File: config.mk
export PLATFORM = sky130hd
export DESIGN_NAME = bitmap_id_allocator
export DESIGN_NICKNAME = d
export VERILOG_FILES = /design/src/rtl/core/bia_pkg.sv /design/src/rtl/core/bitmap_id_allocator.sv /design/src/rtl/core/bia_bitmap_ram.sv
export VERILOG_INCLUDE_DIRS = /design/src /design/src/rtl/core
export SDC_FILE = /design/constraint.sdc
export NUM_CORES = 1
export LEC_CHECK = 0
export ABC_CLOCK_PERIOD_IN_PS = 6450
export BUFFER_PORTS_ARGS = -buffer_cell sky130_fd_sc_hd__buf_2
export CAP_MARGIN = 20
export CORE_MARGIN = 2
export CORE_UTILIZATION = 50
export CTS_CLUSTER_SIZE = 10
export DETAILED_ROUTE_END_ITERATION = 10
export GPL_ROUTABILITY_DRIVEN = 0
export MAX_ROUTING_LAYER = met4
export PLACE_DENSITY_LB_ADDON = 0.1
export SYNTH_ARGS = -nofsm -noshare
export SYNTH_HDL_FRONTEND = slang
export SYNTH_HIERARCHICAL = 1
export SYNTH_SLANG_ARGS = --single-unit
File: constraint.sdc
create_clock -name i_clk -period 6.45 [get_ports i_clk]
set_input_delay 0.3225 -clock i_clk [delete_from_list [all_inputs] [get_ports i_clk]]
set_output_delay 0.3225 -clock i_clk [all_outputs]
set_load 0.01 [all_outputs]
File: src/rtl/core/bitmap_id_allocator_macros.svh
// Assertion macros for the bitmap ID allocator.
// Included by the RTL files that carry concurrent checks; no other dependencies.
`ifndef BITMAP_ID_ALLOCATOR_MACROS_SVH
`define BITMAP_ID_ALLOCATOR_MACROS_SVH

// Same-cycle implication, checked on the rising clock edge outside reset.
`define BIA_ASSERT_IMP(lbl, clk, rst_n, ante, cons, msg) \
    lbl: assert property (@(posedge clk) disable iff (!rst_n) (ante) |-> (cons)) \
        else $error(msg);

// Next-cycle implication, checked on the rising clock edge outside reset.
`define BIA_ASSERT_NXT(lbl, clk, rst_n, ante, cons, msg) \
    lbl: assert property (@(posedge clk) disable iff (!rst_n) (ante) |=> (cons)) \
        else $error(msg);

`endif

File: src/rtl/core/bia_pkg.sv
// Shared types and constants of the bitmap ID allocator.
// No dependencies; imported by bia_bitmap_ram and bitmap_id_allocator.
`timescale 1ns / 1ps

package bia_pkg;

    localparam int NUM_IDS_DEF = 256;

    // Bitmap word geometry
    localparam int WORD_W = 32;
    localparam int BIT_W  = 5;

    localparam int ID_W  = 16;
    localparam int OP_W  = 3;
    localparam int CFG_W = 2;

    localparam logic [ID_W-1:0] LOWEST_RST  = 16'd1;
    localparam logic [ID_W-1:0] HIGHEST_RST = 16'd256;
    localparam logic [ID_W-1:0] NONE_RST    = 16'd0;

    typedef enum logic [OP_W-1:0] {
        OP_ALLOC_ANY   = 3'd0,
        OP_ALLOC_GIVEN = 3'd1,
        OP_FREE        = 3'd2,
        OP_QUERY       = 3'd3,
        OP_PROBE       = 3'd4
    } t_op;

    typedef enum logic [CFG_W-1:0] {
        CFG_LOWEST  = 2'd0,
        CFG_HIGHEST = 2'd1,
        CFG_NONE    = 2'd2
    } t_cfg_idx;

    typedef enum logic [1:0] {
        S_IDLE,
        S_READ,
        S_SCAN,
        S_MOD
    } t_state;

endpackage

File: src/rtl/core/bitmap_id_allocator.sv
// Top level of the first-fit bitmap ID allocator.
// Depends on bia_pkg, bia_bitmap_ram and bitmap_id_allocator_macros.svh.
`timescale 1ns / 1ps
`include "bitmap_id_allocator_macros.svh"

// The allocator keeps a used/free bit for every ID of the window
// [lowest_id .. min(highest_id, lowest_id + NUM_IDS - 1)] in a RAM of 32-bit
// words with one registered read port and one write port, plus a
// one-entry cache of an ID known to be free. One item is worked at a time,
// and each gives exactly one result beat. Allocate-given, free, query and a
// cached allocate-any go from accept to result through a read step, then a
// modify and write-back step; an item that needs no bitmap access (ID outside
// the window, empty window, probe with a filled cache, unknown op) goes
// straight to the modify step. Allocate-any and probe without a cached ID
// search the bitmap one word per cycle from the bottom of the window, up to
// the first word holding a free ID, at most ceil(window / 32) words.
// The single RAM read port sets that search rate. The result sits in an
// output register, so the next item is taken once the current one has been
// handed to it, even while the result still waits. Each RAM word has a flag
// that reset clears, and a word never written reads as all free: there is no
// clearing pass after reset. Configuration writes are taken only while no
// item is being worked, and a pending write holds off the input channel;
// any write to a known register drops the cached ID.
module bitmap_id_allocator
    import bia_pkg::*;
#(
    parameter int NUM_IDS = NUM_IDS_DEF
) (
    input  logic             i_clk,
    input  logic             i_rst_n,
    // input item channel
    input  logic             i_in_valid,
    output logic             o_in_stall,
    input  logic [OP_W-1:0]  i_op,
    input  logic [ID_W-1:0]  i_id_value,
    // result channel
    output logic             o_out_valid,
    input  logic             i_out_stall,
    output logic [ID_W-1:0]  o_id_result,
    output logic             o_in_use,
    output logic             o_is_free,
    output logic             o_more_free,
    // configuration write channel
    input  logic             i_cfg_valid,
    output logic             o_cfg_ready,
    input  logic [CFG_W-1:0] i_cfg_index,
    input  logic [ID_W-1:0]  i_cfg_data
);

    localparam int NUM_WORDS = (NUM_IDS + WORD_W - 1) / WORD_W;
    localparam int WORD_AW   = (NUM_WORDS > 1) ? $clog2(NUM_WORDS) : 1;
    localparam int POS_W     = WORD_AW + BIT_W;     // word index : bit index
    localparam int OFF_W     = $clog2(NUM_IDS);     // offset inside the window
    localparam int CNT_W     = $clog2(NUM_IDS + 1); // window size, 0..NUM_IDS
    localparam int SCAN_W    = WORD_AW + 1;         // search pointer, runs one past

    // ------------------------------------------------------------------
    // Registers
    // ------------------------------------------------------------------
    t_state             r_state;
    t_state             n_state;

    logic [ID_W-1:0]    r_lowest;
    logic [ID_W-1:0]    r_highest;
    logic [ID_W-1:0]    r_none;

    logic               r_cache_vld;
    logic [OFF_W-1:0]   r_cache_off;

    logic [OP_W-1:0]    r_op;
    logic [ID_W-1:0]    r_id;
    logic               r_inwin;
    logic               r_hit;      // a free target is known (cache or search)
    logic [POS_W-1:0]   r_tgt_pos;  // bitmap position the item works on

    logic [SCAN_W-1:0]  r_scan_addr;
    logic [WORD_AW-1:0] r_chk_addr;
    logic               r_chk_vld;
    logic [WORD_AW-1:0] r_last_word;
    logic [WORD_W-1:0]  r_last_mask;

    logic               r_out_valid;
    logic [ID_W-1:0]    r_id_result;
    logic               r_in_use;
    logic               r_is_free;
    logic               r_more_free;

    // ------------------------------------------------------------------
    // Window geometry, from the configuration registers
    // ------------------------------------------------------------------
    logic [ID_W:0]      span;
    logic [CNT_W-1:0]   win_cnt;
    logic [CNT_W-1:0]   cnt_m1;
    logic [POS_W-1:0]   last_pos;
    logic [ID_W-1:0]    id_diff;
    logic               id_inwin;
    logic [WORD_W-1:0]  n_last_mask;

    always_comb begin
        span = {1'b0, r_highest} - {1'b0, r_lowest} + 17'd1;
        if (r_highest < r_lowest) begin
            win_cnt = '0;
        end else if (span > 17'(NUM_IDS)) begin
            win_cnt = CNT_W'(NUM_IDS);
        end else begin
            win_cnt = span[CNT_W-1:0];
        end
        cnt_m1   = win_cnt - CNT_W'(1);
        last_pos = POS_W'(cnt_m1);
        id_diff  = i_id_value - r_lowest;
        id_inwin = (i_id_value >= r_lowest) && ({1'b0, id_diff} < 17'(win_cnt));
        for (int b = 0; b < WORD_W; b++) begin
            n_last_mask[b] = (BIT_W'(b) <= last_pos[BIT_W-1:0]);
        end
    end

    // ------------------------------------------------------------------
    // Handshakes
    // ------------------------------------------------------------------
    logic in_fire;
    logic out_free;
    logic cfg_fire;
    logic mod_fire;

    // a pending register write wins over a new item in the same cycle
    assign o_in_stall  = (r_state != S_IDLE) || i_cfg_valid;
    assign o_cfg_ready = (r_state == S_IDLE);
    assign in_fire     = i_in_valid && !o_in_stall;
    assign cfg_fire    = i_cfg_valid && o_cfg_ready;
    assign out_free    = !r_out_valid || !i_out_stall;
    assign mod_fire    = (r_state == S_MOD) && out_free;

    // ------------------------------------------------------------------
    // Bitmap RAM
    // ------------------------------------------------------------------
    logic               rd_en;
    logic [WORD_AW-1:0] rd_addr;
    logic [WORD_W-1:0]  rd_data;
    logic               wr_en;
    logic [WORD_W-1:0]  wr_data;

    bia_bitmap_ram #(
        .NUM_WORDS (NUM_WORDS),
        .ADDR_W    (WORD_AW)
    ) u_ram (
        .i_clk     (i_clk),
        .i_rst_n   (i_rst_n),
        .i_rd_en   (rd_en),
        .i_rd_addr (rd_addr),
        .o_rd_data (rd_data),
        .i_wr_en   (wr_en),
        .i_wr_addr (r_tgt_pos[POS_W-1:BIT_W]),
        .i_wr_data (wr_data)
    );

    // ------------------------------------------------------------------
    // First-fit search over the word just read
    // ------------------------------------------------------------------
    logic [WORD_W-1:0] free_vec;
    logic [BIT_W-1:0]  free_pos;
    logic              scan_hit;
    logic              scan_miss;

    always_comb begin
        free_vec = ~rd_data & ((r_chk_addr == r_last_word) ? r_last_mask : '1);
        free_pos = '0;
        for (int b = WORD_W - 1; b >= 0; b--) begin
            if (free_vec[b]) begin
                free_pos = BIT_W'(b);
            end
        end
        scan_hit  = (r_state == S_SCAN) && r_chk_vld && (|free_vec);
        scan_miss = (r_state == S_SCAN) && r_chk_vld && !(|free_vec)
                    && (r_chk_addr == r_last_word);
    end

    // ------------------------------------------------------------------
    // Sequencer: next state
    // ------------------------------------------------------------------
    always_comb begin
        n_state = r_state;
        unique case (r_state)
            S_IDLE: begin
                if (in_fire) begin
                    case (t_op'(i_op))
                        OP_ALLOC_ANY: begin
                            if (r_cache_vld) begin
                                n_state = S_READ;
                            end else if (win_cnt == '0) begin
                                n_state = S_MOD;
                            end else begin
                                n_state = S_SCAN;
                            end
                        end
                        OP_PROBE: begin
                            if (r_cache_vld || (win_cnt == '0)) begin
                                n_state = S_MOD;
                            end else begin
                                n_state = S_SCAN;
                            end
                        end
                        OP_ALLOC_GIVEN, OP_FREE, OP_QUERY: begin
                            n_state = id_inwin ? S_READ : S_MOD;
                        end
                        default: begin
                            n_state = S_MOD;
                        end
                    endcase
                end
            end
            S_READ: begin
                n_state = S_MOD;
            end
            S_SCAN: begin
                if (scan_hit || scan_miss) begin
                    n_state = S_MOD;
                end
            end
            S_MOD: begin
                if (out_free) begin
                    n_state = S_IDLE;
                end
            end
            default: begin
                n_state = S_IDLE;
            end
        endcase
    end

    // ------------------------------------------------------------------
    // Sequencer: RAM reads and the result of the modify step
    // ------------------------------------------------------------------
    logic              cur_bit;
    logic [WORD_W-1:0] bit_mask;
    logic              mod_wr;
    logic              cache_clear;
    logic              cache_set;
    logic [ID_W-1:0]   n_id_result;
    logic              n_in_use;
    logic              n_is_free;
    logic              n_more_free;

    always_comb begin
        rd_en   = 1'b0;
        rd_addr = r_scan_addr[WORD_AW-1:0];
        unique case (r_state)
            S_READ: begin
                rd_en   = 1'b1;
                rd_addr = r_tgt_pos[POS_W-1:BIT_W];
            end
            S_SCAN: begin
                // hold the hit word in the read register: stop reading on a hit
                rd_en = !scan_hit && (r_scan_addr <= {1'b0, r_last_word});
            end
            default: begin
                rd_en = 1'b0;
            end
        endcase
    end

    always_comb begin
        cur_bit     = rd_data[r_tgt_pos[BIT_W-1:0]];
        bit_mask    = WORD_W'(1) << r_tgt_pos[BIT_W-1:0];
        mod_wr      = 1'b0;
        wr_data     = rd_data | bit_mask;
        cache_clear = 1'b0;
        cache_set   = 1'b0;
        n_id_result = r_none;
        n_in_use    = 1'b0;
        n_is_free   = 1'b0;
        n_more_free = 1'b0;
        case (t_op'(r_op))
            OP_ALLOC_ANY: begin
                if (r_hit) begin
                    mod_wr      = 1'b1;
                    n_id_result = r_lowest + ID_W'(r_tgt_pos);
                    cache_clear = 1'b1;
                end
            end
            OP_ALLOC_GIVEN: begin
                if (r_inwin && !cur_bit) begin
                    mod_wr      = 1'b1;
                    n_id_result = r_id;
                    cache_clear = r_cache_vld && (POS_W'(r_cache_off) == r_tgt_pos);
                end
            end
            OP_FREE: begin
                if (r_inwin) begin
                    mod_wr  = 1'b1;
                    wr_data = rd_data & ~bit_mask;
                end
            end
            OP_QUERY: begin
                if (r_inwin) begin
                    n_in_use  = cur_bit;
                    n_is_free = !cur_bit;
                end
            end
            OP_PROBE: begin
                n_more_free = r_hit;
                cache_set   = r_hit && !r_cache_vld;
            end
            default: begin
                mod_wr = 1'b0;
            end
        endcase
        wr_en = mod_fire && mod_wr;
    end

    // ------------------------------------------------------------------
    // State and item registers
    // ------------------------------------------------------------------
    always_ff @(posedge i_clk) begin
        if (!i_rst_n) begin
            r_state   <= S_IDLE;
            r_chk_vld <= 1'b0;
            r_hit     <= 1'b0;
        end else begin
            r_state <= n_state;
            if (in_fire) begin
                r_hit     <= r_cache_vld;
                r_chk_vld <= 1'b0;
            end else if (r_state == S_SCAN) begin
                r_chk_vld <= rd_en;
                if (scan_hit) begin
                    r_hit <= 1'b1;
                end
            end
        end
    end

    // Item payload, no reset needed
    always_ff @(posedge i_clk) begin
        if (in_fire) begin
            r_op        <= i_op;
            r_id        <= i_id_value;
            r_inwin     <= id_inwin;
            r_scan_addr <= '0;
            r_last_word <= last_pos[POS_W-1:BIT_W];
            r_last_mask <= n_last_mask;
            if (t_op'(i_op) == OP_ALLOC_ANY) begin
                r_tgt_pos <= POS_W'(r_cache_off);
            end else begin
                r_tgt_pos <= POS_W'(id_diff);
            end
        end else if (r_state == S_SCAN) begin
            if (rd_en) begin
                r_scan_addr <= r_scan_addr + SCAN_W'(1);
                r_chk_addr  <= r_scan_addr[WORD_AW-1:0];
            end
            if (scan_hit) begin
                r_tgt_pos <= {r_chk_addr, free_pos};
            end
        end
    end

    // ------------------------------------------------------------------
    // Configuration registers and the free-ID cache
    // ------------------------------------------------------------------
    always_ff @(posedge i_clk) begin
        if (!i_rst_n) begin
            r_lowest    <= LOWEST_RST;
            r_highest   <= HIGHEST_RST;
            r_none      <= NONE_RST;
            r_cache_vld <= 1'b0;
            r_cache_off <= '0;
        end else if (cfg_fire) begin
            unique case (t_cfg_idx'(i_cfg_index))
                CFG_LOWEST: begin
                    r_lowest    <= i_cfg_data;
                    r_cache_vld <= 1'b0;
                end
                CFG_HIGHEST: begin
                    r_highest   <= i_cfg_data;
                    r_cache_vld <= 1'b0;
                end
                CFG_NONE: begin
                    r_none      <= i_cfg_data;
                    r_cache_vld <= 1'b0;
                end
                default: begin
                    // unknown index: drop the write
                    r_cache_vld <= r_cache_vld;
                end
            endcase
        end else if (mod_fire) begin
            if (cache_clear) begin
                r_cache_vld <= 1'b0;
            end else if (cache_set) begin
                r_cache_vld <= 1'b1;
                r_cache_off <= r_tgt_pos[OFF_W-1:0];
            end
        end
    end

    // ------------------------------------------------------------------
    // Output register
    // ------------------------------------------------------------------
    always_ff @(posedge i_clk) begin
        if (!i_rst_n) begin
            r_out_valid <= 1'b0;
        end else if (mod_fire) begin
            r_out_valid <= 1'b1;
        end else if (!i_out_stall) begin
            r_out_valid <= 1'b0;
        end
    end

    always_ff @(posedge i_clk) begin
        if (mod_fire) begin
            r_id_result <= n_id_result;
            r_in_use    <= n_in_use;
            r_is_free   <= n_is_free;
            r_more_free <= n_more_free;
        end
    end

    assign o_out_valid = r_out_valid;
    assign o_id_result = r_id_result;
    assign o_in_use    = r_in_use;
    assign o_is_free   = r_is_free;
    assign o_more_free = r_more_free;

    // ------------------------------------------------------------------
    // Checks
    // ------------------------------------------------------------------
    logic probe_hit;
    logic alloc_done;

    assign probe_hit  = mod_fire && (r_op == OP_PROBE) && n_more_free;
    assign alloc_done = mod_fire && (r_op == OP_ALLOC_ANY);

    `BIA_ASSERT_NXT(a_one_in_flight, i_clk, i_rst_n, in_fire, o_in_stall, "item taken while busy")
    `BIA_ASSERT_IMP(a_write_in_mod, i_clk, i_rst_n, wr_en, r_state == S_MOD, "stray bitmap write")
    `BIA_ASSERT_NXT(a_probe_fills, i_clk, i_rst_n, probe_hit, r_cache_vld, "probe did not cache")
    `BIA_ASSERT_NXT(a_alloc_drops, i_clk, i_rst_n, alloc_done, !r_cache_vld, "alloc kept cache")

endmodule

File: src/rtl/core/bia_bitmap_ram.sv
// Bitmap word RAM of the ID allocator: one write port, one registered read port.
// Depends on bia_pkg for the word width.
`timescale 1ns / 1ps

module bia_bitmap_ram
    import bia_pkg::*;
#(
    parameter int NUM_WORDS = 8,
    parameter int ADDR_W    = 3
) (
    input  logic              i_clk,
    input  logic              i_rst_n,
    input  logic              i_rd_en,
    input  logic [ADDR_W-1:0] i_rd_addr,
    output logic [WORD_W-1:0] o_rd_data,
    input  logic              i_wr_en,
    input  logic [ADDR_W-1:0] i_wr_addr,
    input  logic [WORD_W-1:0] i_wr_data
);

    logic [WORD_W-1:0]    r_mem [NUM_WORDS];
    logic [NUM_WORDS-1:0] r_word_vld;
    logic [WORD_W-1:0]    r_rd_data;
    logic                 r_rd_vld;

    // Payload array, no reset
    always_ff @(posedge i_clk) begin
        if (i_wr_en) begin
            r_mem[i_wr_addr] <= i_wr_data;
        end
        if (i_rd_en) begin
            r_rd_data <= r_mem[i_rd_addr];
        end
    end

    // A word never written reads as all free
    always_ff @(posedge i_clk) begin
        if (!i_rst_n) begin
            r_word_vld <= '0;
            r_rd_vld   <= 1'b0;
        end else begin
            if (i_wr_en) begin
                r_word_vld[i_wr_addr] <= 1'b1;
            end
            if (i_rd_en) begin
                r_rd_vld <= r_word_vld[i_rd_addr];
            end
        end
    end

    assign o_rd_data = r_rd_vld ? r_rd_data : '0;

endmodule
# After elaboration in Yosys (flattened, before gate mapping)
# Memory sizes are Yosys's and may differ from the RTL's. A register that Yosys moved wholly into a read port is not among the register bits.
# Cells that the tools add are included.
op_classes:
  n_lt_le_gt_ge: 41
  shift: 1
  eq_ne: 20
  bitwise_logic: 10
  addsub: 6
  muxes: 81
  n_reduce_logical: 49
ops:
  columns: ["cell", "count"]
  rows:
  - ["two-way mux 5 bit", 32]
  - ["two-way mux 32 bit", 4]
  - ["less-or-equal comparator 5 bit (first input constant)", 16]
  - ["bitwise AND 32 bit", 2]
  - ["NOT 32 bit", 2]
  - ["less-or-equal comparator 4 x 5 -> 1 bit (first input constant)", 8]
  - ["two-way mux 16 bit", 2]
  - ["two-way mux 8 bit", 4]
  - ["OR 32 bit", 1]
  - ["case mux 16 bit (2 select lines)", 1]
  - ["OR reduction 32 bit", 1]
  - ["<< shifter 1 x 5 -> 32 bit (first input constant)", 1]
  - ["two-way mux 1 bit", 22]
  - ["less-or-equal comparator 3 x 5 -> 1 bit (first input constant)", 4]
  - ["two-way mux 9 bit", 2]
  - ["adder 17 x 1 -> 17 bit (second input constant)", 1]
  - ["> comparator 17 x 9 -> 1 bit (second input constant)", 1]
  - ["subtractor 16 x 16 -> 17 bit", 1]
  - ["adder 16 x 8 -> 16 bit", 1]
  - ["greater-or-equal comparator 16 bit", 1]
  - ["< comparator 16 bit", 1]
  - ["< comparator 16 x 9 -> 1 bit", 1]
  - ["subtractor 16 bit", 1]
  - ["logical AND 1 bit", 14]
  - ["40 further kinds", 84]
totals:
  mem_count: 1
  elab_cells: 232
  register_bits: 160
  inputBits: 42
  output_inout_bits: 22
  ramBits: 256
memory_table:
  columns: ["memory", "depth", "width", "read_ports", "rd_clocked_by_memory_dff", "wr", "line", "text"]
  rows:
  - ["u_ram.r_mem", 8, 32, 1, 1, 1, "bia_bitmap_ram.sv:21", "logic [WORD_W-1:0] r_mem [NUM_WORDS];"]

# Logic depth before layout (Yosys ltp)
# Gate-level depths: netlist (run 1).
logic_depth:
  ltp_word: 38
  ltp_mapped: 26
  mapped_depth_nobuf: 24

# By module
# The synthesis (run 1) kept the hierarchy.
by_module_without_submodules:
  columns: ["mod", "seq_area_each_um2", "cells_per_inst", "n_inst", "area_each_um2"]
  rows:
  - ["bia_bitmap_ram", 8828.5, 476, 1, 11243.3]
  - ["bitmap_id_allocator", 3873.7, 1292, 1, 11235.8]

# Worst setup path after synthesis (run 1)
# Ideal clock, no wire load.
synth_path:
  kind: "reg-to-reg"
  startpoint: "reg r_tgt_pos[2]"
  endpoint: "mem u_ram.r_mem[0][0] (enable)"
  path_stages_with_launch: 14
  n_path_buf: 2
  required_ns: 5.987
  slack_ns: 1.003
  setup_ns: 0.463
  period_less_slack_ns: 5.447
  arrival_ns: 4.983
  path_cell_list: "edfxtp_1 clkbuf_1 clkbuf_1 mux4_2 mux4_2 mux2i_1 nand2_2 inv_2 nand2_1 inv_1 o21ai_1 a21oi_1 nand2b_1 nor3_1"
synth_between:
  elab_chain_cells: 9
synth_lines:
  columns: ["element", "line", "text"]
  rows:
  - ["start, declared", "bitmap_id_allocator.sv:74", "logic [POS_W-1:0] r_tgt_pos;"]
  - ["start signal, assigned", "bitmap_id_allocator.sv:342", "r_tgt_pos <= POS_W'(r_cache_off);"]
  - ["start signal, assigned", "bitmap_id_allocator.sv:344", "r_tgt_pos <= POS_W'(id_diff);"]
  - ["start signal, assigned", "bitmap_id_allocator.sv:352", "r_tgt_pos <= {r_chk_addr, free_pos};"]
  - ["binary-select mux 1 bit (select 5 bit)", "bitmap_id_allocator.sv:262", "cur_bit = rd_data[r_tgt_pos[BIT_W-1:0]];"]
  - ["two-way mux 1 bit (implied by the code)", "bitmap_id_allocator.sv:262", null]
  - ["logical NOT 1 bit", "bitmap_id_allocator.sv:281", "if (r_inwin && !cur_bit) begin"]
  - ["logical AND 1 bit", "bitmap_id_allocator.sv:281", null]
  - ["two-way mux 1 bit", "bitmap_id_allocator.sv:281", null]
  - ["case mux 1 bit (3 select lines)", "bitmap_id_allocator.sv:272", "case (t_op'(r_op))"]
  - ["logical AND 1 bit", "bitmap_id_allocator.sv:307", "wr_en = mod_fire && mod_wr;"]
  - ["named net wr_en", "bitmap_id_allocator.sv:139", "logic wr_en;"]
  - ["two-way mux 1 bit", "bia_bitmap_ram.sv:28", "if (i_wr_en) begin"]
  - ["two-way mux 1 bit (implied by the code)", "bia_bitmap_ram.sv:29", "r_mem[i_wr_addr] <= i_wr_data;"]
  - ["end, declared", "bia_bitmap_ram.sv:21", null]
# The timed path passes the listed nets, and every way through them passes these cells. The select of a mux whose other input is x is not followed.

# Worst setup path after layout (run 1)
layout_path:
  startpoint: "reg r_lowest[1]"
  endpoint: "reg r_state[1]"
layout_between:
  elab_chain_cells: 11
  elab_cells_between_ends: 14
  classes_between: "3 x add/sub; 4 x order compare; 6 x mux; 1 x reduce/logical"
layout_lines:
  columns: ["element", "line", "text"]
  rows:
  - ["start, declared", "bitmap_id_allocator.sv:63", "logic [ID_W-1:0] r_lowest;"]
  - ["start signal, assigned", "bitmap_id_allocator.sv:370", "r_lowest <= i_cfg_data;"]
  - ["subtractor 16 x 16 -> 17 bit", "bitmap_id_allocator.sv:100", "span = {1'b0, r_highest} - {1'b0, r_lowest} + 17'd1;"]
  - ["adder 17 x 1 -> 17 bit", "bitmap_id_allocator.sv:100", null]
  - ["> comparator 17 x 9 -> 1 bit", "bitmap_id_allocator.sv:103", "end else if (span > 17'(NUM_IDS)) begin"]
  - ["two-way mux 9 bit", "bitmap_id_allocator.sv:103", null]
  - ["two-way mux 9 bit", "bitmap_id_allocator.sv:101", "if (r_highest < r_lowest) begin"]
  - ["< comparator 16 x 9 -> 1 bit", "bitmap_id_allocator.sv:111", "id_inwin = (i_id_value >= r_lowest) && ({1'b0, id_diff} < 17'(win_cnt));"]
  - ["logical AND 1 bit *", "bitmap_id_allocator.sv:111", null]
  - ["two-way mux 2 bit *", "bitmap_id_allocator.sv:203", "n_state = id_inwin ? S_READ : S_MOD;"]
  - ["case mux 2 bit (3 select lines) *", "bitmap_id_allocator.sv:185", "case (t_op'(i_op))"]
  - ["two-way mux 2 bit *", "bitmap_id_allocator.sv:184", "if (in_fire) begin"]
  - ["case mux 2 bit (4 select lines) *", "bitmap_id_allocator.sv:182", "unique case (r_state)"]
  - ["end signal, assigned", "bitmap_id_allocator.sv:319", "r_state <= n_state;"]
  - ["end, declared", "bitmap_id_allocator.sv:60", "t_state r_state;"]
# Mark *: on every way between the ends. The rest lies on a longest branch, timed or not. The select of a mux whose other input is x is not followed.
# A chain may end at the register's enable or synchronous reset.

==> results_tabular.tex, run 1 <==
\begin{tabular}{lr}
\hline
Metric & Value \\
\hline
\multicolumn{2}{l}{\textbf{Synth}} \\
Mean cell area of the mapped netlist & 12.7 sq um \\
Number of nets produced by synthesis & 1,897 \\
Mapped Cells & 1,768 \\
Synth unique cells & 90 \\
Area of the mapped netlist & 22,500 sq um \\
Main synth FF type & sky130\_fd\_sc\_hd\_\_edfxtp\_1 \\
Number of synthesized flops with an enable pin & 373 \\
Register bit total from synthesis & 448 \\
Share of the synthesized area in the top cell type & 0.498 \\
Yosys synthesis warning count & 6 \\
Sequential cell area fraction in the yosys report & 0.565 \\
Post-synthesis cell type with the largest combined area & sky130\_fd\_sc\_hd\_\_edfxtp\_1 \\
Synth top area cells & sky130\_fd\_sc\_hd\_\_edfxtp\_1 (50\%), sky130\_fd\_sc\_hd\_\_mux4\_2 (7.1\%), sky130\_fd\_sc\_hd\_\_dfxtp\_1 (6.7\%), sky130\_fd\_sc\_hd\_\_ha\_1 (4.3\%), sky130\_fd\_sc\_hd\_\_nand2\_1 (3.1\%) \\
Fraction of registers with async set or reset after synthesis & 0 \\
\multicolumn{2}{l}{\textbf{Critical path}} \\
Maximum fanout count along the critical path & 11 \\
Startpoint class of the critical path & register \\
Worst Path Class, Setup & register to register \\
Minimum setup slack among reg-to-reg paths & 590 ps \\
Required time of the critical path & 6910 ps \\
Reg2Reg Depth & 24 \\
Source of the worst register-to-register timing path & r\_lowest[1] \\
RR Endpoint & r\_state[1] \\
Endpoint arrival time on the critical path & 6320 ps \\
Critical Path End Type & register \\
\multicolumn{2}{l}{\textbf{Clock network}} \\
Clk Tree Root Cell & sky130\_fd\_sc\_hd\_\_clkbuf\_16 \\
TritonCTS buffer count & 52 \\
Clock network latency to the later pin of the worst-skew pair & 590 ps \\
Setup fix buffers added after clock tree synthesis & 0 \\
Sinks on the clock net & 448 \\
Post-cts gate resize count & 0 \\
CTS Buffer Depth & 3 \\
CTS tree & built \\
Depth of the CTS H-tree & 2 \\
Hold-fix buffer count after cts & 21 \\
Clk slew on worst S/H paths & 60 ps \\
\multicolumn{2}{l}{\textbf{Timing}} \\
Period utilisation layout & 0.908 \\
Worst relative slew slack & 0.283 \\
Final hold slack & 25.2 ps \\
Maximum clock frequency & 0.171 GHz \\
Clock period minus worst slack & 5860 ps \\
Number of pins exceeding their max-slew limit in the final report & 0 \\
Worst-margin pin slew & 1070 ps \\
Setup-violating endpoint count in the final report & 0 \\
Maximum clock skew at final layout & 27.7 ps \\
Total Negative Setup Slacks & 0 ps \\
Setup repair after global routing missed its margin & false \\
Final number of hold-violating endpoints & 0 \\
\multicolumn{2}{l}{\textbf{Floorplan}} \\
Initial core utilization & 0.507 \\
Die Height & 216 um \\
I/O pin count & 64 \\
Core Box Area & 44,300 sq um \\
Die Area & 46,700 sq um \\
Rows & 77 \\
Die Wd & 216 um \\
\multicolumn{2}{l}{\textbf{Drt}} \\
Overall routed net length & 57,300 um \\
Number of vias per cell & 6.00 \\
First-iteration detailed-routing DRC count & 1,456 \\
First-pass iteration count of the detailed router & 5 \\
Vias & 14,900 \\
Post-detailed-route wirelength per cell & 23.1 um \\
Routed Antenna Nets & 0 \\
Remaining design rule violation count & 0 \\
\multicolumn{2}{l}{\textbf{Global route}} \\
Pin count of the biggest net entering global routing & 69 \\
Overflow left after global routing & 0 \\
Antenna violations before repair & 0 \\
Vias in the first global route & 14,500 \\
Total GRT Usage & 0.255 \\
First-pass GRT wire length & 87,700 um \\
\multicolumn{2}{l}{\textbf{Cells and area}} \\
Number of fillers in the final layout & 3,684 \\
Layout Cells excl Fill & 2,477 \\
Share of final-layout standard cells stronger than drive strength 1 & 0.173 \\
Layout area overhead & 12.2\% \\
Final standard cell area without fillers & 25,200 sq um \\
Number of diodes added for antenna fixing & 0 \\
Final core utilization & 0.569 \\
Number of nets in the finished design & 1,981 \\
\multicolumn{2}{l}{\textbf{Worst hold path}} \\
Startpoint of the worst hold path & i\_cfg\_data[1] \\
End of the worst hold path & r\_highest[1] \\
Instance count along the most critical hold path & 3 \\
Worst min path class & input port to register \\
\multicolumn{2}{l}{\textbf{Pwr}} \\
Reported leakage power & 8.67 nW \\
Power density relative to cell area & 370 nW/um\^{}2 \\
Highest ir drop seen on vdd & 0.000299 V \\
\multicolumn{2}{l}{\textbf{Placed design}} \\
Area after DPL & 23,500 sq um \\
Number of port buffers & 63 \\
HPWL Detailed & 39,100 um \\
Cell count after placement & 2,367 \\
\multicolumn{2}{l}{\textbf{Flow run}} \\
Total of max-cap violations & 0 \\
\multicolumn{2}{l}{\textbf{Run status}} \\
Status & finished clean \\
\hline
\end{tabular}
cell families after synthesis:
family	synth area share
XOR/XNOR	0.0199
adder cells (fa/ha/maj)	0.0518
flip-flops	0.565
AND/OR/NAND/NOR	0.110
multiplexers	0.118
AO/OA/AOI/OAI	0.101
buffers and inverters	0.0333
routing by layer:
metal / vias to the layer above / track usage / share of wire
met3: 89 / 0.0507 / 0.082
met1: 7341 / 0.373 / 0.46
met5: - / - / 0
met4: 0 / 0.0639 / 0.021
met2: 551 / 0.365 / 0.44
li1: 6881 / - / -
stage by stage:
step | setup WS, ps | power [mW]
after floorplan | 1000 | 5.99
after global placement | 858 | 6.69
after detailed placement | 766 | 6.74
after CTS | 734 | 9.37
after global routing | 174 | 9.77
final | 595 | 9.32
final cells by class:
type / count / area [sq um] / share of cell area
multi-input combinational: 1143 / 9140 / 0.362
inverter: 95 / 357 / 0.0141
timing repair buffer: 112 / 826 / 0.0327
tap: 592 / 741 / 0.0294
sequential: 448 / 12700 / 0.504
clock buffer: 81 / 1430 / 0.0568
clock inverter: 6 / 28.8 / 0.00114
cells in the final DEF, fill, tap and decap left out, types with 38 or more instances in the layout:
cell type / n
sky130_fd_sc_hd__a21oi_1: 106
sky130_fd_sc_hd__and2_1: 38
sky130_fd_sc_hd__buf_2: 63
sky130_fd_sc_hd__clkbuf_16: 53
sky130_fd_sc_hd__dfxtp_1: 75
sky130_fd_sc_hd__edfxtp_1: 373
sky130_fd_sc_hd__ha_1: 77
sky130_fd_sc_hd__inv_1: 92
sky130_fd_sc_hd__mux2_2: 50
sky130_fd_sc_hd__mux4_2: 71
sky130_fd_sc_hd__nand2_1: 183
sky130_fd_sc_hd__nor2_1: 84
sky130_fd_sc_hd__o21ai_0: 50
worst max path at each step:
stage                            start                 to  cells after the start
after global routing       r_lowest[1]         r_state[1]                     24
after floorplan           r_tgt_pos[2]  u_ram/r_mem[0][0]                     13
after global placement     r_lowest[1]         r_state[1]                     24
after detailed placement   r_lowest[1]         r_state[1]                     24
final                      r_lowest[1]         r_state[1]                     24
after CTS                  r_lowest[1]         r_state[1]                     24
cells in the mapped netlist, types with 7 or more instances:
library cell               number
sky130_fd_sc_hd__o31ai_1        8
sky130_fd_sc_hd__and3_1         9
sky130_fd_sc_hd__nor2b_1       21
sky130_fd_sc_hd__o21ai_0       51
sky130_fd_sc_hd__a21oi_1      106
sky130_fd_sc_hd__a21o_1         9
sky130_fd_sc_hd__nor3_1        36
sky130_fd_sc_hd__a31oi_1       18
sky130_fd_sc_hd__ha_1          77
sky130_fd_sc_hd__xor2_1        14
sky130_fd_sc_hd__nand4_1       18
sky130_fd_sc_hd__mux2_2        50
sky130_fd_sc_hd__nor2_1        90
sky130_fd_sc_hd__nand2b_1      21
sky130_fd_sc_hd__nand3_1       35
sky130_fd_sc_hd__mux2i_1       18
sky130_fd_sc_hd__dfxtp_1       75
sky130_fd_sc_hd__mux2_4        14
sky130_fd_sc_hd__a221o_1        8
sky130_fd_sc_hd__nor3b_1       10
sky130_fd_sc_hd__buf_2         18
sky130_fd_sc_hd__nor4_1        11
sky130_fd_sc_hd__o21ai_1        8
sky130_fd_sc_hd__o211ai_1      10
sky130_fd_sc_hd__o21bai_1      10
sky130_fd_sc_hd__fa_1          10
sky130_fd_sc_hd__edfxtp_1     373
sky130_fd_sc_hd__and2_1        38
sky130_fd_sc_hd__nand2_1      183
sky130_fd_sc_hd__o22ai_1       11
sky130_fd_sc_hd__a211oi_1       7
sky130_fd_sc_hd__mux4_2        71
sky130_fd_sc_hd__buf_1          9
sky130_fd_sc_hd__nand3b_1       8
sky130_fd_sc_hd__a41oi_1       28
sky130_fd_sc_hd__clkbuf_1      48
sky130_fd_sc_hd__o21a_1        15
sky130_fd_sc_hd__xnor2_1       34
sky130_fd_sc_hd__inv_1         92
report_power, final:
group          leakage [nW]  internal (mW)  switching [mW]
registers              3.95           3.55           0.139
clock network         0.707           1.50            1.10
logic                  4.01           1.29            1.74
total                  8.67           6.35            2.98
critical path: stages (launching register included):
cell                       delay [ps]
sky130_fd_sc_hd__dfxtp_1          370
sky130_fd_sc_hd__inv_1            140
sky130_fd_sc_hd__ha_1             340
sky130_fd_sc_hd__inv_1             80
sky130_fd_sc_hd__ha_1             210
sky130_fd_sc_hd__inv_1             70
sky130_fd_sc_hd__fa_1             420
sky130_fd_sc_hd__nand2b_1         190
sky130_fd_sc_hd__a21oi_1          240
sky130_fd_sc_hd__xnor2_1          170
sky130_fd_sc_hd__nand4_1          200
sky130_fd_sc_hd__o41ai_2          550
sky130_fd_sc_hd__nand2b_1         290
sky130_fd_sc_hd__nor2_1           520
sky130_fd_sc_hd__nand2_1          160
sky130_fd_sc_hd__ha_1             340
sky130_fd_sc_hd__a21o_1           190
sky130_fd_sc_hd__a21oi_1          140
sky130_fd_sc_hd__nor2b_1           80
sky130_fd_sc_hd__nor4b_1          290
sky130_fd_sc_hd__nand2_1           90
sky130_fd_sc_hd__nor3_1           140
sky130_fd_sc_hd__a31oi_1          140
sky130_fd_sc_hd__o31ai_1          260
sky130_fd_sc_hd__a22oi_1          120
registers in the layout, summed over array words and instances (netlist names), 2 cells and up:
signal and count:
r_highest 16, r_scan_addr 4, r_id 16, r_lowest 16, r_cache_off 8, r_tgt_pos 8, r_last_word 3, r_chk_addr 3
u_ram/r_word_vld 8, u_ram/r_rd_data 32, r_last_mask 32, r_op 3, r_none 16, r_state 2, u_ram/r_mem 256, o_id_result 16
Power figures use the tool's default switching activity.
==> run 2: changes to the inputs <==
--- a/config.mk
+++ b/config.mk
@@ -7,15 +7,15 @@
 export NUM_CORES = 1
 export LEC_CHECK = 0
 export ABC_CLOCK_PERIOD_IN_PS = 6450
-export BUFFER_PORTS_ARGS = -buffer_cell sky130_fd_sc_hd__buf_2
 export CAP_MARGIN = 20
 export CORE_MARGIN = 2
 export CORE_UTILIZATION = 50
 export CTS_CLUSTER_SIZE = 10
 export DETAILED_ROUTE_END_ITERATION = 10
+export DONT_BUFFER_PORTS = 1
 export GPL_ROUTABILITY_DRIVEN = 0
 export MAX_ROUTING_LAYER = met4
-export PLACE_DENSITY_LB_ADDON = 0.1
+export PLACE_DENSITY = 0.7
 export SYNTH_ARGS = -nofsm -noshare
 export SYNTH_HDL_FRONTEND = slang
 export SYNTH_HIERARCHICAL = 1
==> run 2 against run 1 <==
  * Sequential power increased by 1%
  * Fmax rose by 3.5%
  * Final cell count is 1.7% lower
  * First-iteration DRC count is 22% higher
  * Final area decreased by 0.43%
  * Critical endpoint unchanged
  * Sequential share of layout area is 0.22 points higher
  * Combinational power about the same
  * Global-route usage is 0.18 points lower
  * Non-clock buffer count shrank 41
  * Clock skew rose by 0.59 ps
  * Critical path depth increased by 1
==> results_tabular.tex, run 2 (synthesis results as in run 1) <==
\begin{tabular}{lr}
\hline
Metric & Value \\
\hline
\multicolumn{2}{l}{\textbf{Drt}} \\
Number of vias per cell & 6.22 \\
Routed Antenna Nets & 0 \\
First-pass iteration count of the detailed router & 8 \\
Remaining design rule violation count & 0 \\
Vias & 15,100 \\
First-iteration detailed-routing DRC count & 1,772 \\
Post-detailed-route wirelength per cell & 23.5 um \\
Overall routed net length & 57,300 um \\
\multicolumn{2}{l}{\textbf{Cells and area}} \\
Max reg flops & 256 \\
Registers with the most flip-flops & u\_ram/r\_mem (256), r\_last\_mask (32), u\_ram/r\_rd\_data (32) \\
Commonest cells after routing, fill and taps aside & sky130\_fd\_sc\_hd\_\_edfxtp\_1 (373), sky130\_fd\_sc\_hd\_\_nand2\_1 (183), sky130\_fd\_sc\_hd\_\_a21oi\_1 (106), sky130\_fd\_sc\_hd\_\_inv\_1 (92), sky130\_fd\_sc\_hd\_\_nor2\_1 (84) \\
Layout area overhead & 11.7\% \\
Most common library cell in the layout ignoring fill and taps & sky130\_fd\_sc\_hd\_\_edfxtp\_1 \\
Layout Cells excl Fill & 2,435 \\
Final core utilization & 0.567 \\
Largest register by flop count & u\_ram/r\_mem \\
Number of fillers in the final layout & 3,566 \\
Number of nets in the finished design & 1,940 \\
Share of final-layout standard cells stronger than drive strength 1 & 0.145 \\
\multicolumn{2}{l}{\textbf{Global route}} \\
Antenna violations before repair & 1 \\
First-pass GRT wire length & 88,100 um \\
Total GRT Usage & 0.253 \\
Pin count of the biggest net entering global routing & 52 \\
Overflow left after global routing & 0 \\
Vias in the first global route & 14,800 \\
\multicolumn{2}{l}{\textbf{Floorplan}} \\
Initial core utilization & 0.507 \\
Rows & 77 \\
Die Area & 46,700 sq um \\
Core Box Area & 44,300 sq um \\
I/O pin count & 64 \\
Die Wd & 216 um \\
Die Height & 216 um \\
\multicolumn{2}{l}{\textbf{Timing}} \\
Final number of hold-violating endpoints & 0 \\
Worst relative slew slack & 0.232 \\
Period utilisation layout & 0.877 \\
Setup repair after global routing missed its margin & false \\
Worst-margin pin slew & 1150 ps \\
Clock period minus worst slack & 5660 ps \\
Number of pins exceeding their max-slew limit in the final report & 0 \\
Setup-violating endpoint count in the final report & 0 \\
Total Negative Setup Slacks & 0 ps \\
Maximum clock skew at final layout & 28.3 ps \\
Maximum clock frequency & 0.177 GHz \\
\multicolumn{2}{l}{\textbf{Clock network}} \\
Post-cts gate resize count & 0 \\
Hold-fix buffer count after cts & 37 \\
Clock network latency to the later pin of the worst-skew pair & 600 ps \\
Sinks on the clock net & 448 \\
TritonCTS buffer count & 52 \\
Setup fix buffers added after clock tree synthesis & 0 \\
CTS tree & built \\
CTS Buffer Depth & 3 \\
Clk Tree Root Cell & sky130\_fd\_sc\_hd\_\_clkbuf\_16 \\
Depth of the CTS H-tree & 2 \\
Clk slew on worst S/H paths & 60 ps \\
\multicolumn{2}{l}{\textbf{Placed design}} \\
Number of port buffers & 0 \\
HPWL Detailed & 38,300 um \\
Cell count after placement & 2,306 \\
\multicolumn{2}{l}{\textbf{Pwr}} \\
P\_sw & 3.00 mW \\
Switch share & 0.322 \\
Relative contribution of sequential cells to total power & 0.400 \\
Internal power component & 6.34 mW \\
Reported leakage power & 8.52 nW \\
Power density relative to cell area & 372 nW/um\^{}2 \\
Highest ir drop seen on vdd & 0.000253 V \\
Portion of total power attributed to the clock network & 0.279 \\
Fraction of power consumed by combinational cells & 0.321 \\
\multicolumn{2}{l}{\textbf{Critical path}} \\
Endpoint arrival time on the critical path & 6110 ps \\
Worst Path Class, Setup & register to register \\
Critical Path End Type & register \\
Required time of the critical path & 6900 ps \\
CP peak stage delay & 570 ps \\
Maximum fanout count along the critical path & 11 \\
Cell with the largest stage delay on the worst path & sky130\_fd\_sc\_hd\_\_o41ai\_2 \\
Startpoint class of the critical path & register \\
\multicolumn{2}{l}{\textbf{Run status}} \\
Status & finished clean \\
\multicolumn{2}{l}{\textbf{Flow run}} \\
Total of max-cap violations & 0 \\
\multicolumn{2}{l}{\textbf{Worst hold path}} \\
Worst min path class & input port to register \\
\hline
\end{tabular}
## run 2: per-stage QoR
step	power, mW	worst slack, ps	hold WS [ps]	instance area [sq um]
floorplan	5.99	1000	421	22500
detailed placement	6.68	1000	422	23200
global route	9.74	470	22.7	25100
finish	9.34	793	33.6	25100
CTS	9.33	916	4.46	25000
global placement	6.64	1120	416	23200
## run 2: final timing paths
kind,startpoint,to,slack [ps],cells past startpoint
max,r_lowest[1],r_state[1],790,25
min,i_rst_n,r_state[1],30,2
max reg2reg,r_lowest[1],r_state[1],790,25
min reg2reg,r_none[2],r_none[2],460,2
## run 2: metal layers
metal  GRT usage  vias to the layer above  wire (um)
met4      0.0719                        0       1590
met3      0.0553                      127       5180
met2       0.377                      725      25800
li1            -                     6792          -
met5           -                        -          0
met1       0.352                     7492      24700
## run 2: cell type report
class                           instances  area (sq um)  area share
Antenna cell                            2          5.00    0.000199
Clock buffer                           78          1410      0.0561
Clock inverter                          6          77.6     0.00309
Inverter                               95           357      0.0142
Multi-Input combinational cell       1143          9130       0.364
Sequential cell                       448         12700       0.506
Tap cell                              592           741      0.0295
Timing Repair Buffer                   71           692      0.0276
## run 2: power groups by stage
| stage | Sequential [mW] | Clock [mW] | Combinational (mW) |
|---|---|---|---|
| global route | 3.76 | 2.76 | 3.22 |
| global placement | 3.80 | 0 | 2.84 |
| CTS | 3.74 | 2.65 | 2.95 |
| floorplan | 3.69 | 0 | 2.30 |
| finish | 3.74 | 2.60 | 3.00 |
| detailed placement | 3.79 | 0 | 2.89 |
## run 2: critical path: cells and delay by family, from the launching register on
family / cells / cell delay (ps)
AOI/OAI and AO/OA: 7 / 1680
xor gates and xnor gates: 1 / 180
DFF: 1 / 400
buffers and inverters: 4 / 470
and+or+nand+nor: 9 / 1500
adders and majority gates: 4 / 1280
==> run 3: changes to the inputs <==
--- a/config.mk
+++ b/config.mk
@@ -6,6 +6,7 @@
 export SDC_FILE = /design/constraint.sdc
 export NUM_CORES = 1
 export LEC_CHECK = 0
+export ABC_AREA = 1
 export ABC_CLOCK_PERIOD_IN_PS = 6450
 export CAP_MARGIN = 20
 export CORE_MARGIN = 2
@@ -18,5 +19,4 @@
 export PLACE_DENSITY = 0.7
 export SYNTH_ARGS = -nofsm -noshare
 export SYNTH_HDL_FRONTEND = slang
-export SYNTH_HIERARCHICAL = 1
 export SYNTH_SLANG_ARGS = --single-unit
==> run 3 against run 2 <==
  * The flow now finishes with violations (design-rule violations)
  * Core utilization shrank 0.20 points
  * Clock power hardly changed
  * Setup slack better by 450 ps
  * Via count up 10%
  * Final cell count rose by 17%
  * Non-clock buffer count decreased by 5
  * Synthesized cell count up 25%
  * Register-to-register slack improved by 450 ps
  * Global-route usage rose by 1.6 points
  * First-iteration DRC count is 14% higher
  * Critical path type unchanged
  * Highest routed layer unchanged
==> results_tabular.tex, run 3 <==
\begin{tabular}{lr}
\hline
Metric & Value \\
\hline
\multicolumn{2}{l}{\textbf{Critical path}} \\
Startpoint class of the critical path & register \\
Critical path buffer and inverter count & 7 \\
Family with the most delay on the worst path & simple AND/OR/NAND/NOR gates \\
CP peak stage delay & 400 ps \\
Cell with the largest stage delay on the worst path & sky130\_fd\_sc\_hd\_\_fa\_1 \\
Required time of the critical path & 6740 ps \\
Reg2Reg Depth & 25 \\
Source of the worst register-to-register timing path & r\_lowest[1] \\
Maximum fanout count along the critical path & 17 \\
Library cell appearing most often on the critical path & sky130\_fd\_sc\_hd\_\_inv\_1 \\
Worst Path Class, Setup & register to register \\
Endpoint arrival time on the critical path & 5500 ps \\
RR Endpoint & r\_last\_mask[8] \\
Critical Path End Type & register \\
Minimum setup slack among reg-to-reg paths & 1240 ps \\
\multicolumn{2}{l}{\textbf{Drt}} \\
First-iteration detailed-routing DRC count & 2,023 \\
Routed Antenna Nets & 0 \\
Number of vias per cell & 5.87 \\
First-pass iteration count of the detailed router & 11 \\
Remaining design rule violation count & 1 \\
Post-detailed-route wirelength per cell & 20.5 um \\
Overall routed net length & 58,400 um \\
Vias & 16,700 \\
\multicolumn{2}{l}{\textbf{Pwr}} \\
Reported leakage power & 8.78 nW \\
Highest ir drop seen on vdd & 0.000278 V \\
Power density relative to cell area & 373 nW/um\^{}2 \\
\multicolumn{2}{l}{\textbf{Timing}} \\
Clock period minus worst slack & 5210 ps \\
Maximum clock frequency & 0.192 GHz \\
Setup repair after global routing missed its margin & false \\
Worst relative slew slack & 0.296 \\
Number of pins exceeding their max-slew limit in the final report & 0 \\
Final number of hold-violating endpoints & 0 \\
Period utilisation layout & 0.808 \\
Final hold slack & 29.0 ps \\
Total Negative Setup Slacks & 0 ps \\
Setup-violating endpoint count in the final report & 0 \\
Worst-margin pin slew & 1040 ps \\
Maximum clock skew at final layout & 46.4 ps \\
\multicolumn{2}{l}{\textbf{Clock network}} \\
Post-cts gate resize count & 0 \\
CTS tree & built \\
Clk Tree Root Cell & sky130\_fd\_sc\_hd\_\_clkbuf\_16 \\
TritonCTS buffer count & 52 \\
Clk slew on worst S/H paths & 60 ps \\
CTS Buffer Depth & 3 \\
Setup fix buffers added after clock tree synthesis & 0 \\
Depth of the CTS H-tree & 2 \\
Clock network latency to the later pin of the worst-skew pair & 620 ps \\
Sinks on the clock net & 448 \\
Hold-fix buffer count after cts & 40 \\
\multicolumn{2}{l}{\textbf{Run status}} \\
Status & finished with violations \\
Failing checks & design-rule violations \\
\multicolumn{2}{l}{\textbf{Worst hold path}} \\
Startpoint of the worst hold path & i\_out\_stall \\
Instance count along the most critical hold path & 3 \\
Worst min path class & input port to register \\
End of the worst hold path & r\_state[1] \\
\multicolumn{2}{l}{\textbf{Synth}} \\
Main combinational cell family by area after synthesis & compound AO/OA/AOI/OAI gates \\
Mapped Cells & 2,211 \\
Number of synthesized flops with an enable pin & 373 \\
Synthesized-area fraction occupied by xor and xnor cells & 0.0130 \\
Share of cell area taken by muxes after synthesis & 0.00277 \\
Area share of and/or/nand/nor cells after synthesis & 0.141 \\
Dominant cell by count in the synthesized netlist & sky130\_fd\_sc\_hd\_\_nor2\_1 \\
Top cell types by occurrence after synthesis & sky130\_fd\_sc\_hd\_\_nor2\_1 (382), sky130\_fd\_sc\_hd\_\_edfxtp\_1 (373), sky130\_fd\_sc\_hd\_\_o21ai\_0 (308) \\
Fraction of registers with async set or reset after synthesis & 0 \\
Mean cell area of the mapped netlist & 9.82 sq um \\
Compound-gate portion of the synthesized area & 0.153 \\
Post-synthesis cell type with the largest combined area & sky130\_fd\_sc\_hd\_\_edfxtp\_1 \\
Register bit total from synthesis & 448 \\
Yosys synthesis warning count & 0 \\
Adder and majority gate portion of the synthesized area & 0.0536 \\
Number of nets produced by synthesis & 2,340 \\
Sequential cell area fraction in the yosys report & 0.585 \\
Main synth FF type & sky130\_fd\_sc\_hd\_\_edfxtp\_1 \\
Area of the mapped netlist & 21,700 sq um \\
Synth top area cells & sky130\_fd\_sc\_hd\_\_edfxtp\_1 (52\%), sky130\_fd\_sc\_hd\_\_o21ai\_0 (7.1\%), sky130\_fd\_sc\_hd\_\_dfxtp\_1 (6.9\%), sky130\_fd\_sc\_hd\_\_nor2\_1 (6.6\%), sky130\_fd\_sc\_hd\_\_nand2\_1 (4.7\%) \\
Synth unique cells & 58 \\
Share of the synthesized area in the top cell type & 0.516 \\
\multicolumn{2}{l}{\textbf{Cells and area}} \\
Largest register by flop count & u\_ram.r\_mem \\
Most common library cell in the layout ignoring fill and taps & sky130\_fd\_sc\_hd\_\_nor2\_1 \\
Layout area overhead & 11.8\% \\
Registers with the most flip-flops & u\_ram.r\_mem (256), r\_last\_mask (32), u\_ram.r\_rd\_data (32) \\
Commonest cells after routing, fill and taps aside & sky130\_fd\_sc\_hd\_\_nor2\_1 (374), sky130\_fd\_sc\_hd\_\_edfxtp\_1 (373), sky130\_fd\_sc\_hd\_\_o21ai\_0 (306), sky130\_fd\_sc\_hd\_\_nand2\_1 (269), sky130\_fd\_sc\_hd\_\_inv\_1 (193) \\
Max reg flops & 256 \\
Share of final-layout standard cells stronger than drive strength 1 & 0.0566 \\
Number of nets in the finished design & 2,369 \\
\multicolumn{2}{l}{\textbf{Global route}} \\
Vias in the first global route & 15,900 \\
First-pass GRT wire length & 90,400 um \\
Overflow left after global routing & 0 \\
Met1 usage in global routing & 0.348 \\
Antenna violations before repair & 2 \\
Met2 layer usage reported by global route & 0.412 \\
Pin count of the biggest net entering global routing & 71 \\
Total GRT Usage & 0.269 \\
Global routing met3 resource utilization & 0.0647 \\
Most used routing layer in global routing & met2 \\
\multicolumn{2}{l}{\textbf{Floorplan}} \\
Die Wd & 212 um \\
Die Area & 45,100 sq um \\
I/O pin count & 64 \\
Initial core utilization & 0.505 \\
Core Box Area & 43,000 sq um \\
Die Height & 212 um \\
Rows & 76 \\
\multicolumn{2}{l}{\textbf{Placed design}} \\
Number of port buffers & 0 \\
HPWL Detailed & 37,300 um \\
\multicolumn{2}{l}{\textbf{Flow run}} \\
Total of max-cap violations & 0 \\
\hline
\end{tabular}
run 3: cell types whose count changed after synthesis, sizes merged, moves of 25 or more:
cell	change
xnor2	-27
a31oi	+25
inv	+106
and2	-37
a41oi	-28
nand2	+89
clkbuf	+34
o21ai	+256
mux4	-75
o22ai	+33
buf	-25
mux2	-64
nor2	+295
run 3: cell type report:
cell class / instances / area (sq um)
antenna: 2 / 5.00
clock buffer: 70 / 1400
clock inverter: 6 / 61.3
fill: 3626 / 18700
inverter: 203 / 763
multi-input combinational: 1469 / 8000
sequential: 448 / 12700
tap: 585 / 732
timing repair buffer: 66 / 613
run 3: power breakdown:
group	leakage, nW	internal (mW)	switching (mW)
sequential	3.94	3.53	0.112
clock	0.707	1.50	1.11
combinational	4.13	0.808	2.00
total	8.78	5.83	3.23
run 3: worst min-delay path, stage by stage:
cell and delay [ps]:
sky130_fd_sc_hd__a31oi_1 90, sky130_fd_sc_hd__o21ai_0 140, sky130_fd_sc_hd__a21oi_1 40
run 3: stage by stage:
stage          cell area (sq um)  total power, mW  setup slack, ps  utilization  std cells
2_1_floorplan              21700             5.63             2080            -       2211
3_3_place_gp               22400             6.33             1550        0.521       2730
3_5_place_dp               22400             6.40             1380        0.521       2730
4_1_cts                    24300             9.04             1320        0.564       2846
5_1_grt                    24300             9.55              807        0.565       2849
6_report                   24300             9.06             1240        0.565       2849
run 3: kinds of logic (layout without fill, tap and decap cells):
kind of cell	count (synthesis)	after routing
other cells	0	2
buf+inv	294	345
flops	448	448
mux	6	6
fa+ha+maj	87	87
simple gates	754	754
xor+xnor	30	30
compound gates	592	592
run 3: routing by layer:
metal / vias up / routed length (um)
met3: 160 / 5450
met5: - / 0
li1: 7793 / -
met2: 819 / 26500
met1: 7952 / 24200
met4: 0 / 2150
run 3: how the worst max path moves through the flow:
stage                      startpoint               to  slack (ps)  depth (start not counted)
final                     r_lowest[1]   r_last_mask[8]        1240                         25
after global routing      r_lowest[1]  r_last_mask[27]         810                         26
after CTS                 r_lowest[1]   r_last_mask[8]        1320                         25
after detailed placement  r_lowest[1]   r_last_mask[8]        1380                         25
after global placement    r_lowest[1]   r_last_mask[8]        1550                         26
after floorplan           r_lowest[1]  r_last_mask[16]        2080                         27
